--- config.mk ---
export PLATFORM = sky130hd
export DESIGN_NAME = ps2_mouse_cursor_tracker_top
export DESIGN_NICKNAME = d
export VERILOG_FILES = /design/src/pmct_pkg.sv /design/src/pmct_framer.sv /design/src/pmct_queue.sv /design/src/pmct_mover.sv /design/src/ps2_mouse_cursor_tracker_top.sv
export SDC_FILE = /design/constraint.sdc
export NUM_CORES = 1
export LEC_CHECK = 0
export ABC_AREA = 1
export CAP_MARGIN = 15
export CORE_ASPECT_RATIO = 0.75
export CORE_MARGIN = 2
export CORE_UTILIZATION = 40
export CTS_CLUSTER_DIAMETER = 80
export DETAILED_ROUTE_END_ITERATION = 6
export DONT_BUFFER_PORTS = 1
export PLACE_DENSITY = 0.53
export SETUP_SLACK_MARGIN = 0.05
export SLEW_MARGIN = 20
export SYNTH_ARGS = -nofsm -noshare
export SYNTH_HDL_FRONTEND = slang
export SYNTH_SLANG_ARGS = --single-unit
--- constraint.sdc ---
create_clock -name clk -period 5.5 [get_ports clk]
set_input_delay 0.825 -clock clk [delete_from_list [all_inputs] [get_ports clk]]
set_output_delay 0.825 -clock clk [all_outputs]
set_load 0.01 [all_outputs]
--- src/pmct_pkg.sv ---
// Shared types and constants for the PS/2 mouse cursor tracker.
package pmct_pkg;

  localparam int COORD_BITS_DEFAULT  = 12;
  localparam int QUEUE_DEPTH_DEFAULT = 2;

  localparam int RES_BITS   = 13;
  localparam int SHIFT_BITS = 2;
  localparam int INDEX_BITS = 2;

  localparam int X_MARGIN    = 35;
  localparam int Y_MARGIN    = 48;
  localparam int POS_X_RESET = 400;
  localparam int POS_Y_RESET = 300;
  localparam int SUB_FLOOR   = 2;

  localparam logic [RES_BITS-1:0]   WIDTH_RESET  = 13'd800;
  localparam logic [RES_BITS-1:0]   HEIGHT_RESET = 13'd600;
  localparam logic [SHIFT_BITS-1:0] SHIFT_RESET  = 2'd1;

  // First-byte bit positions
  localparam int SYNC_BIT   = 3;
  localparam int LEFT_BIT   = 0;
  localparam int RIGHT_BIT  = 1;
  localparam int MIDDLE_BIT = 2;
  localparam int XSIGN_BIT  = 4;
  localparam int YSIGN_BIT  = 5;

  typedef enum logic [INDEX_BITS-1:0] {
    REG_SCREEN_WIDTH  = 2'd0,
    REG_SCREEN_HEIGHT = 2'd1,
    REG_SPEED_SHIFT   = 2'd2
  } cfg_reg_t;

  typedef struct packed {
    logic [7:0] first;
    logic [7:0] dx;
    logic [7:0] dy;
  } packet_t;

  typedef struct packed {
    logic full;
    logic empty;
  } queue_status_t;

endpackage

--- src/pmct_framer.sv ---
// Front end: assembles received bytes into three-byte packets.
module pmct_framer (
  input  logic                     clk,
  input  logic                     rst,
  input  logic                     rx_valid,
  output logic                     rx_stall,
  input  logic [7:0]               rx_byte,
  input  logic                     rx_error,
  input  pmct_pkg::queue_status_t  q_status,
  output logic                     push,
  output pmct_pkg::packet_t        pkt
);

  typedef enum logic [1:0] {
    WAIT_FIRST,
    WAIT_SECOND,
    WAIT_THIRD
  } frame_state_t;

  frame_state_t state;
  logic [7:0]   first_byte;
  logic [7:0]   second_byte;
  logic         accept;

  assign rx_stall = q_status.full;
  assign accept   = rx_valid && !rx_stall;
  assign push     = accept && !rx_error && (state == WAIT_THIRD);

  assign pkt.first = first_byte;
  assign pkt.dx    = second_byte;
  assign pkt.dy    = rx_byte;

  always_ff @(posedge clk) begin
    if (rst) begin
      state       <= WAIT_FIRST;
      first_byte  <= '0;
      second_byte <= '0;
    end else if (accept) begin
      if (rx_error) begin
        state <= WAIT_FIRST;
      end else begin
        case (state)
          WAIT_SECOND: begin
            second_byte <= rx_byte;
            state       <= WAIT_THIRD;
          end
          WAIT_THIRD: begin
            state <= WAIT_FIRST;
          end
          default: begin
            // only a byte with the sync bit set opens a packet
            if (rx_byte[pmct_pkg::SYNC_BIT]) begin
              first_byte <= rx_byte;
              state      <= WAIT_SECOND;
            end else begin
              state <= WAIT_FIRST;
            end
          end
        endcase
      end
    end
  end

`ifndef ASSERT_OFF
  a_push_third: assert property (@(posedge clk) disable iff (rst)
    push |-> (state == WAIT_THIRD) && accept)
    else $error("packet pushed outside third byte");
  a_error_restarts: assert property (@(posedge clk) disable iff (rst)
    accept && rx_error |=> state == WAIT_FIRST)
    else $error("error byte did not restart framing");
`endif

endmodule

--- src/pmct_queue.sv ---
// Short packet queue between framer and cursor update.
module pmct_queue #(
  parameter int DEPTH = pmct_pkg::QUEUE_DEPTH_DEFAULT
) (
  input  logic                     clk,
  input  logic                     rst,
  input  logic                     push,
  input  pmct_pkg::packet_t        wr_data,
  input  logic                     pop,
  output pmct_pkg::packet_t        rd_data,
  output pmct_pkg::queue_status_t  status
);

  localparam int PW = (DEPTH > 1) ? $clog2(DEPTH) : 1;
  localparam int CNTW = $clog2(DEPTH + 1);
  localparam logic [PW-1:0]   LAST_PTR = PW'(DEPTH - 1);
  localparam logic [CNTW-1:0] FULL_CNT = CNTW'(DEPTH);

  pmct_pkg::packet_t entries [DEPTH];
  logic [PW-1:0]   wr_ptr;
  logic [PW-1:0]   rd_ptr;
  logic [CNTW-1:0] count;

  assign status.full  = (count == FULL_CNT);
  assign status.empty = (count == '0);
  assign rd_data      = entries[rd_ptr];

  always_ff @(posedge clk) begin
    if (push) begin
      entries[wr_ptr] <= wr_data;
    end
  end

  always_ff @(posedge clk) begin
    if (rst) begin
      wr_ptr <= '0;
      rd_ptr <= '0;
      count  <= '0;
    end else begin
      if (push) begin
        wr_ptr <= (wr_ptr == LAST_PTR) ? '0 : wr_ptr + 1'b1;
      end
      if (pop) begin
        rd_ptr <= (rd_ptr == LAST_PTR) ? '0 : rd_ptr + 1'b1;
      end
      if (push && !pop) begin
        count <= count + 1'b1;
      end else if (pop && !push) begin
        count <= count - 1'b1;
      end
    end
  end

`ifndef ASSERT_OFF
  a_no_overflow: assert property (@(posedge clk) disable iff (rst)
    status.full |-> !push)
    else $error("push into full queue");
  a_no_underflow: assert property (@(posedge clk) disable iff (rst)
    status.empty |-> !pop)
    else $error("pop from empty queue");
  a_count_up: assert property (@(posedge clk) disable iff (rst)
    push && !pop |=> count == $past(count) + 1'b1)
    else $error("queue count did not follow push");
`endif

endmodule

--- src/pmct_mover.sv ---
// Back end: applies packets to the cursor and holds the result register.
module pmct_mover #(
  parameter int COORD_BITS = pmct_pkg::COORD_BITS_DEFAULT
) (
  input  logic                             clk,
  input  logic                             rst,
  input  logic [pmct_pkg::RES_BITS-1:0]    screen_width,
  input  logic [pmct_pkg::RES_BITS-1:0]    screen_height,
  input  logic [pmct_pkg::SHIFT_BITS-1:0]  speed_shift,
  input  pmct_pkg::packet_t                pkt,
  input  pmct_pkg::queue_status_t          q_status,
  output logic                             pop,
  output logic                             res_valid,
  input  logic                             res_stall,
  output logic [COORD_BITS-1:0]            cursor_x,
  output logic [COORD_BITS-1:0]            cursor_y,
  output logic                             left_button,
  output logic                             middle_button,
  output logic                             right_button
);

  localparam int CW = COORD_BITS;
  localparam int WW = ((CW > pmct_pkg::RES_BITS) ? CW : pmct_pkg::RES_BITS) + 2;
  localparam logic [CW-1:0] COORD_MAX = '1;
  localparam logic [CW:0]   FLOOR     = (CW + 1)'(pmct_pkg::SUB_FLOOR);

  function automatic logic [7:0] magnitude(input logic [7:0] b);
    return b[7] ? (~b + 8'd1) : b;
  endfunction

  function automatic logic [CW-1:0] sat_limit(input logic [pmct_pkg::RES_BITS-1:0] res,
                                              input logic [WW-1:0] margin);
    logic signed [WW-1:0] diff;
    diff = $signed({{(WW - pmct_pkg::RES_BITS){1'b0}}, res}) - $signed(margin);
    if (diff < 0) begin
      return '0;
    end else if (diff > $signed({{(WW - CW){1'b0}}, COORD_MAX})) begin
      return COORD_MAX;
    end
    return diff[CW-1:0];
  endfunction

  function automatic logic [CW-1:0] move_axis(input logic [CW-1:0] pos,
                                              input logic [7:0] step,
                                              input logic sub,
                                              input logic [CW-1:0] lim);
    logic [CW:0] v;
    logic [CW:0] pos_w;
    logic [CW:0] step_w;
    pos_w  = {1'b0, pos};
    step_w = (CW + 1)'(step);
    if (sub) begin
      if (step_w > pos_w) begin
        // would underflow: creep down by one, never below the floor
        v = (pos_w > FLOOR) ? pos_w - 1'b1 : pos_w;
      end else begin
        v = pos_w - step_w;
      end
    end else begin
      v = pos_w + step_w;
    end
    if (v > {1'b0, lim}) begin
      v = {1'b0, lim};
    end else if (v == '0) begin
      v = (CW + 1)'(1);
    end
    return v[CW-1:0];
  endfunction

  logic [CW-1:0] lim_x;
  logic [CW-1:0] lim_y;
  logic [7:0]    step_x;
  logic [7:0]    step_y;
  logic [CW-1:0] cursor_x_next;
  logic [CW-1:0] cursor_y_next;

  assign lim_x  = sat_limit(screen_width, WW'(pmct_pkg::X_MARGIN));
  assign lim_y  = sat_limit(screen_height, WW'(pmct_pkg::Y_MARGIN));
  assign step_x = magnitude(pkt.dx) >> speed_shift;
  assign step_y = magnitude(pkt.dy) >> speed_shift;

  assign cursor_x_next = move_axis(cursor_x, step_x, pkt.first[pmct_pkg::XSIGN_BIT], lim_x);
  assign cursor_y_next = move_axis(cursor_y, step_y, !pkt.first[pmct_pkg::YSIGN_BIT], lim_y);

  assign pop = !q_status.empty && (!res_valid || !res_stall);

  // cursor registers double as the result register
  always_ff @(posedge clk) begin
    if (rst) begin
      cursor_x  <= CW'(pmct_pkg::POS_X_RESET);
      cursor_y  <= CW'(pmct_pkg::POS_Y_RESET);
      res_valid <= 1'b0;
    end else if (pop) begin
      cursor_x  <= cursor_x_next;
      cursor_y  <= cursor_y_next;
      res_valid <= 1'b1;
    end else if (!res_stall) begin
      res_valid <= 1'b0;
    end
  end

  always_ff @(posedge clk) begin
    if (pop) begin
      left_button   <= pkt.first[pmct_pkg::LEFT_BIT];
      middle_button <= pkt.first[pmct_pkg::MIDDLE_BIT];
      right_button  <= pkt.first[pmct_pkg::RIGHT_BIT];
    end
  end

`ifndef ASSERT_OFF
  a_hold_on_stall: assert property (@(posedge clk) disable iff (rst)
    res_valid && res_stall |-> !pop)
    else $error("result overwritten while stalled");
`endif

endmodule

--- src/ps2_mouse_cursor_tracker_top.sv ---
// Top level of the PS/2 mouse cursor tracker.
// Takes one received mouse byte per cycle unless stalled (rx_valid/rx_stall)
// and frames three-byte packets; each packet moves the cursor and yields one
// result (cursor_x, cursor_y, buttons) on res_valid/res_stall via the packet
// queue and cursor registers. A framer feeds a QUEUE_DEPTH-entry packet queue
// that drains into the cursor update, which completes one packet per cycle
// unless stalled; input stalls only once the queue is full behind a stalled
// result. Registers are written through cfg_valid/cfg_index/cfg_data, always
// ready: 0 screen width, 1 screen height, 2 speed shift; index 3 is ignored.
module ps2_mouse_cursor_tracker_top #(
  parameter int COORD_BITS  = pmct_pkg::COORD_BITS_DEFAULT,
  parameter int QUEUE_DEPTH = pmct_pkg::QUEUE_DEPTH_DEFAULT
) (
  input  logic                             clk,
  input  logic                             rst,
  input  logic                             rx_valid,
  output logic                             rx_stall,
  input  logic [7:0]                       rx_byte,
  input  logic                             rx_error,
  output logic                             res_valid,
  input  logic                             res_stall,
  output logic [COORD_BITS-1:0]            cursor_x,
  output logic [COORD_BITS-1:0]            cursor_y,
  output logic                             left_button,
  output logic                             middle_button,
  output logic                             right_button,
  input  logic                             cfg_valid,
  output logic                             cfg_ready,
  input  logic [pmct_pkg::INDEX_BITS-1:0]  cfg_index,
  input  logic [pmct_pkg::RES_BITS-1:0]    cfg_data
);

  logic [pmct_pkg::RES_BITS-1:0]   screen_width;
  logic [pmct_pkg::RES_BITS-1:0]   screen_height;
  logic [pmct_pkg::SHIFT_BITS-1:0] speed_shift;

  pmct_pkg::packet_t       push_pkt;
  pmct_pkg::packet_t       head_pkt;
  pmct_pkg::queue_status_t q_status;
  logic                    push;
  logic                    pop;

  assign cfg_ready = 1'b1;

  always_ff @(posedge clk) begin
    if (rst) begin
      screen_width  <= pmct_pkg::WIDTH_RESET;
      screen_height <= pmct_pkg::HEIGHT_RESET;
      speed_shift   <= pmct_pkg::SHIFT_RESET;
    end else if (cfg_valid && cfg_ready) begin
      case (pmct_pkg::cfg_reg_t'(cfg_index))
        pmct_pkg::REG_SCREEN_WIDTH:  screen_width  <= cfg_data;
        pmct_pkg::REG_SCREEN_HEIGHT: screen_height <= cfg_data;
        pmct_pkg::REG_SPEED_SHIFT:   speed_shift   <= cfg_data[pmct_pkg::SHIFT_BITS-1:0];
        default: ;
      endcase
    end
  end

  pmct_framer u_framer (
    .clk      (clk),
    .rst      (rst),
    .rx_valid (rx_valid),
    .rx_stall (rx_stall),
    .rx_byte  (rx_byte),
    .rx_error (rx_error),
    .q_status (q_status),
    .push     (push),
    .pkt      (push_pkt)
  );

  pmct_queue #(
    .DEPTH (QUEUE_DEPTH)
  ) u_queue (
    .clk     (clk),
    .rst     (rst),
    .push    (push),
    .wr_data (push_pkt),
    .pop     (pop),
    .rd_data (head_pkt),
    .status  (q_status)
  );

  pmct_mover #(
    .COORD_BITS (COORD_BITS)
  ) u_mover (
    .clk           (clk),
    .rst           (rst),
    .screen_width  (screen_width),
    .screen_height (screen_height),
    .speed_shift   (speed_shift),
    .pkt           (head_pkt),
    .q_status      (q_status),
    .pop           (pop),
    .res_valid     (res_valid),
    .res_stall     (res_stall),
    .cursor_x      (cursor_x),
    .cursor_y      (cursor_y),
    .left_button   (left_button),
    .middle_button (middle_button),
    .right_button  (right_button)
  );

endmodule

# Word level (Yosys, flattened, before mapping)

Memory sizes are Yosys's and may differ from the RTL's. A register that Yosys moved wholly into a read port is not among the register bits.
Cells that the tools add are included.

Register bits: 78
Memory bits (writable): 48
Logic and storage cells: 112
Input bits: 29
Memories: 1

Memories:

| memory          | words | bits a word | rd ports | clocked after memory_dff | write ports | RTL line         | source |
|---|---|---|---|---|---|---|---|
| u_queue.entries | 2     | 24          | 1        | 1                        | 1           | pmct_queue.sv:19 | `pmct_pkg::packet_t entries [DEPTH];` |

$lt $le $gt $ge: 10
Bitwise logic cells: 4
Eq/ne operators: 6
Mux-type cells: 35
Reductions and logical operators: 25
Shift operators: 2
Add/subtract/negate cells: 14

Operators with widths:

| kind                                                             | count |
|---|---|
| 2-to-1 mux 12 bit                                                | 10 |
| 2-to-1 mux 13 bit                                                | 6 |
| greater-than comparator 14 x 13 -> 1 bit (second input constant) | 2 |
| < comparator 14 x 1 -> 1 bit (second input constant)             | 2 |
| subtractor 13 x 6 -> 14 bit (second input constant)              | 2 |
| adder 12 x 8 -> 13 bit                                           | 2 |
| greater-than comparator 13 x 12 -> 1 bit                         | 2 |
| logical NOT 13 bit                                               | 2 |
| subtractor 12 x 1 -> 13 bit (second input constant)              | 2 |
| subtractor 12 x 8 -> 13 bit                                      | 2 |
| greater-than comparator 12 x 2 -> 1 bit (second input constant)  | 2 |
| greater-than comparator 8 x 12 -> 1 bit                          | 2 |
| adder 8 x 1 -> 8 bit (second input constant)                     | 2 |
| 2-to-1 mux 8 bit                                                 | 2 |
| inverter 8 bit                                                   | 2 |
| >> shifter 8 x 2 -> 8 bit                                        | 2 |
| 2-to-1 mux 1 bit                                                 | 13 |
| logical NOT 1 bit                                                | 7 |
| equality test 2 bit (second input constant)                      | 3 |
| logical AND 1 bit                                                | 6 |
| 2-to-1 mux 2 bit                                                 | 3 |
| AND reduction 2 bit                                              | 3 |
| equality test 2 x 1 -> 1 bit (second input constant)             | 2 |
| logical NOT 2 bit                                                | 2 |
| 11 further kinds                                                 | 13 |

# Depth between registers and ports, before layout

Gate-level depths: netlist of the first run.

Depth after elaboration: 10
Depth in mapped cells: 47
Gate-level depth less buffers: 44

# Modules after synthesis

From an unflattened synthesis of the first run, not the netlist that was laid out.

Cell total of the unflattened synthesis: 1519
Area, all modules: 10632.7 µm²

By module, submodules not included:

| module                       | cells each | instances | area an instance (µm²) |
|---|---|---|---|
| pmct_mover                   | 1113       | 1         | 6470.0 |
| pmct_queue                   | 108        | 1         | 2064.5 |
| ps2_mouse_cursor_tracker_top | 172        | 1         | 1187.4 |
| pmct_framer                  | 126        | 1         | 910.9 |

# Least setup slack after synthesis of the first run

No wires, ideal clock.

Path kind: reg-to-reg
Start point: register with a tool-made name
End point: register u_mover.cursor_x[11]
Setup slack: 0.715 ns
Clock period less this slack: 4.785 ns
Stages on the path, launching flop included: 41
Data arrival time: 4.649 ns
Cell sequence: dfxtp_1 > buf_6 > buf_6 > mux2i_1 > ha_1 > nand3_1 > nand2_1 > xor2_1 > inv_1 > nand2_1 > nand2_1 > o21ai_0 > inv_1 > ha_1 > nor2_4 > nand2_2 > nand2_4 > nand2_4 > [... 5 more ...] > o21ai_1 > nand2_1 > nand2_1 > inv_1 > ha_1 > nand2_1 > nor2_1 > a211oi_1 > nand2_1 > nand2_1 > nand2_1 > nand2_1 > nand2_1 > a21oi_4 > buf_6 > nand3_1 > o211ai_1 > a21oi_1

RTL lines:

| item                   | RTL line         | source |
|---|---|---|
| end signal: assignment | pmct_mover.sv:90 | `cursor_x <= CW'(pmct_pkg::POS_X_RESET);` |
| end signal: assignment | pmct_mover.sv:94 | `cursor_x <= cursor_x_next;` |
| end: declaration       | pmct_mover.sv:15 | `output logic [COORD_BITS-1:0] cursor_x,` |

==> results of run 1 <==
## final cells by class
cell class              instances  area share, %
repair buffers                 30           2.23
well taps                     306           3.49
clock inverters                15           1.40
multi-input cells            1040           56.8
inverters                     188           6.52
flip-flops and latches        118           25.6
clock buffers                  17           3.87
## kinds of logic after synthesis
group / after synthesis / synth area share (%)
DFF: 118 / 29.0
xor gates and xnor gates: 42 / 3.79
other: 1 / 0.0386
and+or+nand+nor: 661 / 31.0
adders and majority gates: 74 / 9.84
buffers and inverters: 233 / 10.4
AOI/OAI and AO/OA: 255 / 15.3
muxes: 7 / 0.721
## routing by layer
layer | GRT usage (%) | part of all wire, %
met1 | 35.2 | 53
met2 | 30.0 | 39
met3 | 5.23 | 7.4
met4 | 3.92 | 0.70
met5 | 0 | 0
## cell usage in the layout (no fill, tap or decap), drive strengths merged, types with 7 or more instances in the layout
cell,netlist,final
o211ai,19,19
nand4,22,22
nor3,19,19
xor2,32,32
nand2,352,352
xnor2,10,10
mux2i,7,7
o21ai,129,129
dfxtp,73,73
edfxtp,45,45
inv,186,195
a21oi,91,91
nand3,97,97
ha,70,70
clkbuf,17,17
buf,28,30
nor2,157,157
## through the flow
stage | util (%) | cell area (sq um)
2_1_floorplan | - | 9720
3_3_place_gp | 41.8 | 10000
3_5_place_dp | 41.8 | 10000
4_1_cts | 44.3 | 10600
5_1_grt | 45.9 | 11000
6_report | 45.9 | 11000
## registers in the layout, summed over array words and instances, names as in the netlist, 2 cells and up, named ones only
signal / flops
u_queue.entries: 42
screen_height: 13
screen_width: 13
u_mover.cursor_x: 12
u_mover.cursor_y: 12
u_framer.second_byte: 8
u_framer.first_byte: 5
speed_shift: 2
u_framer.state: 2
u_queue.count: 2
## how the worst min path moves through the flow
stage	from	to	slack [ps]	cells past startpoint
after floorplan	screen_height[3]	screen_height[3]	420	2
after global placement	u_queue.rd_ptr	u_queue.rd_ptr	440	1
after detailed placement	u_queue.rd_ptr	register	440	1
after CTS	rst	u_mover.cursor_x[0]	440	1
after global routing	rst	u_mover.cursor_x[0]	440	1
final	u_framer.first_byte[0]	u_queue.entries[1][16]	450	0
## worst reg2reg max path: cells and delay by family, from the launching register on
| kind | cells | cell delay (ps) |
|---|---|---|
| adders and majority gates | 3 | 780 |
| DFF | 1 | 390 |
| buffers and inverters | 7 | 600 |
| xor gates and xnor gates | 1 | 160 |
| and+or+nand+nor | 20 | 2080 |
| AOI/OAI and AO/OA | 6 | 930 |
## power by group through the flow
stage               registers, mW  clock network, mW  logic [mW]
finish                       1.29               1.10        4.73
global route                 1.30               1.16        5.32
CTS                          1.27               1.11        4.29
detailed placement           1.29                  0        4.27
global placement             1.29                  0        4.28
floorplan                    1.18                  0        3.37
## what timing repair did
action / 4_1_cts / 5_1_grt
setup buffers: 0 / 4
endpoints found under the hold margin: 0 / 0
resized for setup: 0 / 84
endpoints found under the setup margin: 0 / 24
==> flow_summary.toml, run 1 <==
[placement]
numPortBuffers = 0
dp_slack_ps = 107
place_inst = 1678
dp_hpwl_um = 21800
gp_congestion = 0.927

[sta]
post-route-period-util_pct = 91.8
whs_ps = 449
slew_viol_final = 0
rsz0062_at_grt = "false"
max_freq_mhz = 198
finalHoldViolations = 0
final-setup-viol-count = 0
postLayoutSetupSlackWorst_ps = 451
final.setup_skew_ps = 16.5
max_slew_margin_pct = 41.4
tns_ps = 0
worstMarginPinSlew_ps = 873
period_minus_slack_ps = 5050

[synth]
syn-cell-area_sq_mm = 0.00972
ys_types = 57
synth.yosys.seq_area_share_pct = 29.0
synth_edf_count = 45
synth_top_area_cell = "dfxtp_1"
yosys_warnings = 0
netlist_instances = 1391
synthArstFlopShare_pct = 0
yosys-top-cells-area = "dfxtp_1 (15%), edfxtp_1 (14%), nand2_1 (13%)"
synth_fp_nets = 1494
ys_top_cells_by_count = "nand2_1 (324), inv_1 (173), nor2_1 (141), o21ai_0 (94), nand3_1 (92)"
synth.most_common_cell = "nand2_1"
syn_area_per_cell_sq_um = 6.98
yosys.area.top_type_share_pct = 15.0
ys_seq_elements = 118
synth_flop_cell = "dfxtp_1"

[worst_setup_path]
worst-setup-path-type = "reg -> reg"
start_kind = "register"
reg2reg_slack_ps = 450
crit_path_max_fanout = 14
required_ps = 5810
crit_family = "simple AND/OR/NAND/NOR gates"
cp.depth = 37
reg2regPathDepth = 37
worstSetupEndpointType = "register"
max_stage_delay_ps = 390
crit_slowest_cell = "dfxtp_4"
critical_path_arrival_ps = 5360
rr_endpoint = "u_mover.cursor_y[4]"
crit_top_cell = "nand2_1"
path_buf_inv = 7
critPathCapture = "u_mover.cursor_y[4]"

[routing]
drtIter0Drc = 673
drc = 0
drt_pass1_iterations = 5
drt_wl_total_um = 28000
ant_nets = 0
wl_per_cell_um = 16.3
vias = 8935
via_per_inst = 5.21

[final_layout]
stdcell_count = 1714
n_antenna_cell = 0
nets = 1498
regArea_sq_mm = 0.00282
nFillCells = 2463
multi_input_area_sq_mm = 0.00624
syn_to_final_growth_pct = 13.0
drive_above_1_share_pct = 14.6

[clock_network]
cts_sinks = 118
h-tree-depth = 4
cts_tree = "built"
cts_buffers = 17
cts_max_path_buffers = 2
cts_hold_buf = 0
cts.reportedPaths.clkPinSlew_ps = 70
worst_skew_pair.late_latency_ps = 430
cts-root-buf = "clkbuf_16"

[power_and_ir_drop]
p_comb_share_pct = 66.5
ir_drop_mv = 0.294
switching_power_mw = 3.74
p_seq_share_pct = 18.1
p_leak_nw = 5.04
clock_power_share_pct = 15.4
pwr_density_cell_mw_per_mm2 = 648
internal_power_mw = 3.37
fin_total_pwr_mw = 7.12
switching_share_pct = 52.6

[floorplan]
dieArea_sq_mm = 0.0256
pin_count = 59
die_y_um = 139
die_w_um = 184
initial_core_util_pct = 40.6
num_rows = 49
core-area_sq_mm = 0.0239

[flow_run]
maxCapViolCount = 0

[min_path]
hold_class = "reg -> reg"

[global_route]
grt_max_degree = 56
grt_pass1_vias = 8162
antenna_found_initial = 0
grt-ovfl-total = 0
grt.total_usage_pct = 22.1
grt_pass1_wl_um = 44500

[run_status]
status = "finished, final reports clean"
Note: power is estimated with default switching activity, not from simulation.
==> run 2: changes to the inputs <==
--- a/config.mk
+++ b/config.mk
@@ -8,7 +8,7 @@
 export ABC_AREA = 1
 export CAP_MARGIN = 15
 export CORE_ASPECT_RATIO = 0.75
-export CORE_MARGIN = 2
+export CORE_MARGIN = 1.5
 export CORE_UTILIZATION = 40
 export CTS_CLUSTER_DIAMETER = 80
 export DETAILED_ROUTE_END_ITERATION = 6
==> run 2 against run 1 <==
Sequential share of layout area is 0.061 points lower. Die area decreased by 1.3%. Sequential power about the same. Cell count grew 0.53%. Clock power rose by 5%. Largest power group unchanged.
==> flow_summary.toml, run 2 (same netlist as run 1, synthesis figures left out) <==
[final_layout]
largest_reg_flops = 42
n_antenna_cell = 0
regMostFlops = "u_queue.entries"
nets = 1507
drive_above_1_share_pct = 14.4
largestRegisters = "u_queue.entries (42), screen_height (13), screen_width (13)"
layout_commonest_cell = "nand2_1"
layout_common_cells = "nand2_1 (321), inv_1 (170), nor2_1 (138)"
syn_to_final_growth_pct = 13.3

[min_path]
min_to = "u_queue.entries[0][8]"
holdPathStages = 0
hold_start = "u_framer.second_byte[0]"
hold_class = "reg -> reg"

[global_route]
grt_pass1_wl_um = 44600
grt_pass1_vias = 8118
grt-ovfl-total = 0
grt.total_usage_pct = 22.8
antenna_found_initial = 0
grt_max_degree = 33

[floorplan]
dieArea_sq_mm = 0.0252
initial_core_util_pct = 40.6
num_rows = 49
die_y_um = 138
pin_count = 59
core-area_sq_mm = 0.0239
die_w_um = 183

[sta]
finalHoldViolations = 0
max_freq_mhz = 196
max_slew_margin_pct = 45.7
post-route-period-util_pct = 92.7
period_minus_slack_ps = 5100
final.setup_skew_ps = 17.1
tns_ps = 0
slew_viol_final = 0
worstMarginPinSlew_ps = 808
final-setup-viol-count = 0
rsz0062_at_grt = "false"

[routing]
wl_met2_um = 10800
vias = 8911
drt_pass1_iterations = 5
drt_wl_total_um = 28100
drc = 0
wl_met3_um = 2190
via_per_inst = 5.17
wl_per_cell_um = 16.3
drtIter0Drc = 647
highest-signal-layer = "met4"
wl_met1_um = 14900
ant_nets = 0

[worst_setup_path]
crit_slowest_cell = "dfxtp_4"
worstSetupEndpointType = "register"
worst-setup-path-type = "reg -> reg"
rr_endpoint = "u_mover.cursor_y[11]"
max_stage_delay_ps = 390
required_ps = 5860
reg2reg_slack_ps = 400
start_kind = "register"
crit_top_cell = "nand2_1"
critical_path_arrival_ps = 5450
reg2regPathDepth = 38
crit_path_max_fanout = 8

[clock_network]
cts_tree = "built"
worst_skew_pair.late_latency_ps = 430
cts_sinks = 118
cts_max_path_buffers = 2
cts.reportedPaths.clkPinSlew_ps = 70
cts_hold_buf = 0
cts_buffers = 17
h-tree-depth = 4
cts-root-buf = "clkbuf_16"

[power_and_ir_drop]
ir_drop_mv = 0.297
pwr_density_cell_mw_per_mm2 = 651
fin_total_pwr_mw = 7.16
p_leak_nw = 5.10

[placement]
numPortBuffers = 0
dp_hpwl_um = 21700
gp_congestion = 0.944

[flow_run]
maxCapViolCount = 0

[run_status]
status = "finished, final reports clean"
-- run 2: cell types whose count changed in the layout (fill, tap and decap cells not counted), moves of 3 or more --
cell and change:
ha_4 -5, nand2_1 +5, ha_1 +4, buf_4 +8
nand2_2 -4, clkinv_8 +3
-- run 2: layer usage --
layer | GRT usage [%] | up-vias
li1 | - | 4596
met1 | 35.4 | 4047
met2 | 31.0 | 251
met3 | 5.78 | 17
met4 | 4.33 | 0
met5 | 0 | -
-- run 2: critical path: cells and delay by family (launching register included) --
| family | cells | cell delay, ps |
|---|---|---|
| and+or+nand+nor | 22 | 2290 |
| AOI/OAI and AO/OA | 5 | 780 |
| adders and majority gates | 3 | 750 |
| buffers and inverters | 7 | 650 |
| DFF | 1 | 390 |
| xor gates and xnor gates | 1 | 160 |
-- run 2: stage by stage --
| stage | utilization, % | setup slack (ps) | cell area (sq um) | hold WS, ps | std cells |
|---|---|---|---|---|---|
| after floorplan | - | 715 | 9720 | 424 | 1391 |
| final | 46.0 | 403 | 11000 | 451 | 1723 |
| after global routing | 46.0 | 14.4 | 11000 | 443 | 1723 |
| after global placement | 41.8 | 219 | 9990 | 435 | 1677 |
| after CTS | 44.3 | 169 | 10600 | 444 | 1709 |
| after detailed placement | 41.8 | 171 | 10000 | 439 | 1677 |
-- run 2: how the worst max path moves through the flow --
stage,start,to,slack (ps),cells after the start
final,register,u_mover.cursor_y[11],400,38
after global routing,register,u_mover.cursor_y[11],10,40
after detailed placement,register,u_mover.cursor_y[6],170,39
after floorplan,register,u_mover.cursor_x[11],720,40
after CTS,register,u_mover.cursor_y[6],170,39
after global placement,register,u_mover.cursor_y[6],220,36
-- run 2: repair_timing --
| action | in CTS | in global routing |
|---|---|---|
| gates resized for setup | 0 | 68 |
| buffers inserted | 0 | 13 |
| endpoints found under the hold margin | 0 | 0 |
| setup endpoints to repair | 0 | 24 |
-- run 2: power breakdown --
part	total [mW]	internal (mW)	switching, mW	leakage [nW]
Sequential	1.28	1.03	0.255	1.00
Clock	1.15	0.618	0.533	0.294
Combinational	4.73	1.77	2.96	3.80
Total	7.16	3.42	3.75	5.10
-- run 2: final cells by class --
class	instances	area, sq um
clock buffer	17	425
clock inverter	15	183
fill	2436	12900
inverter	188	717
multi-input combinational	1040	6160
sequential	118	2820
tap	306	383
timing repair buffer	39	319
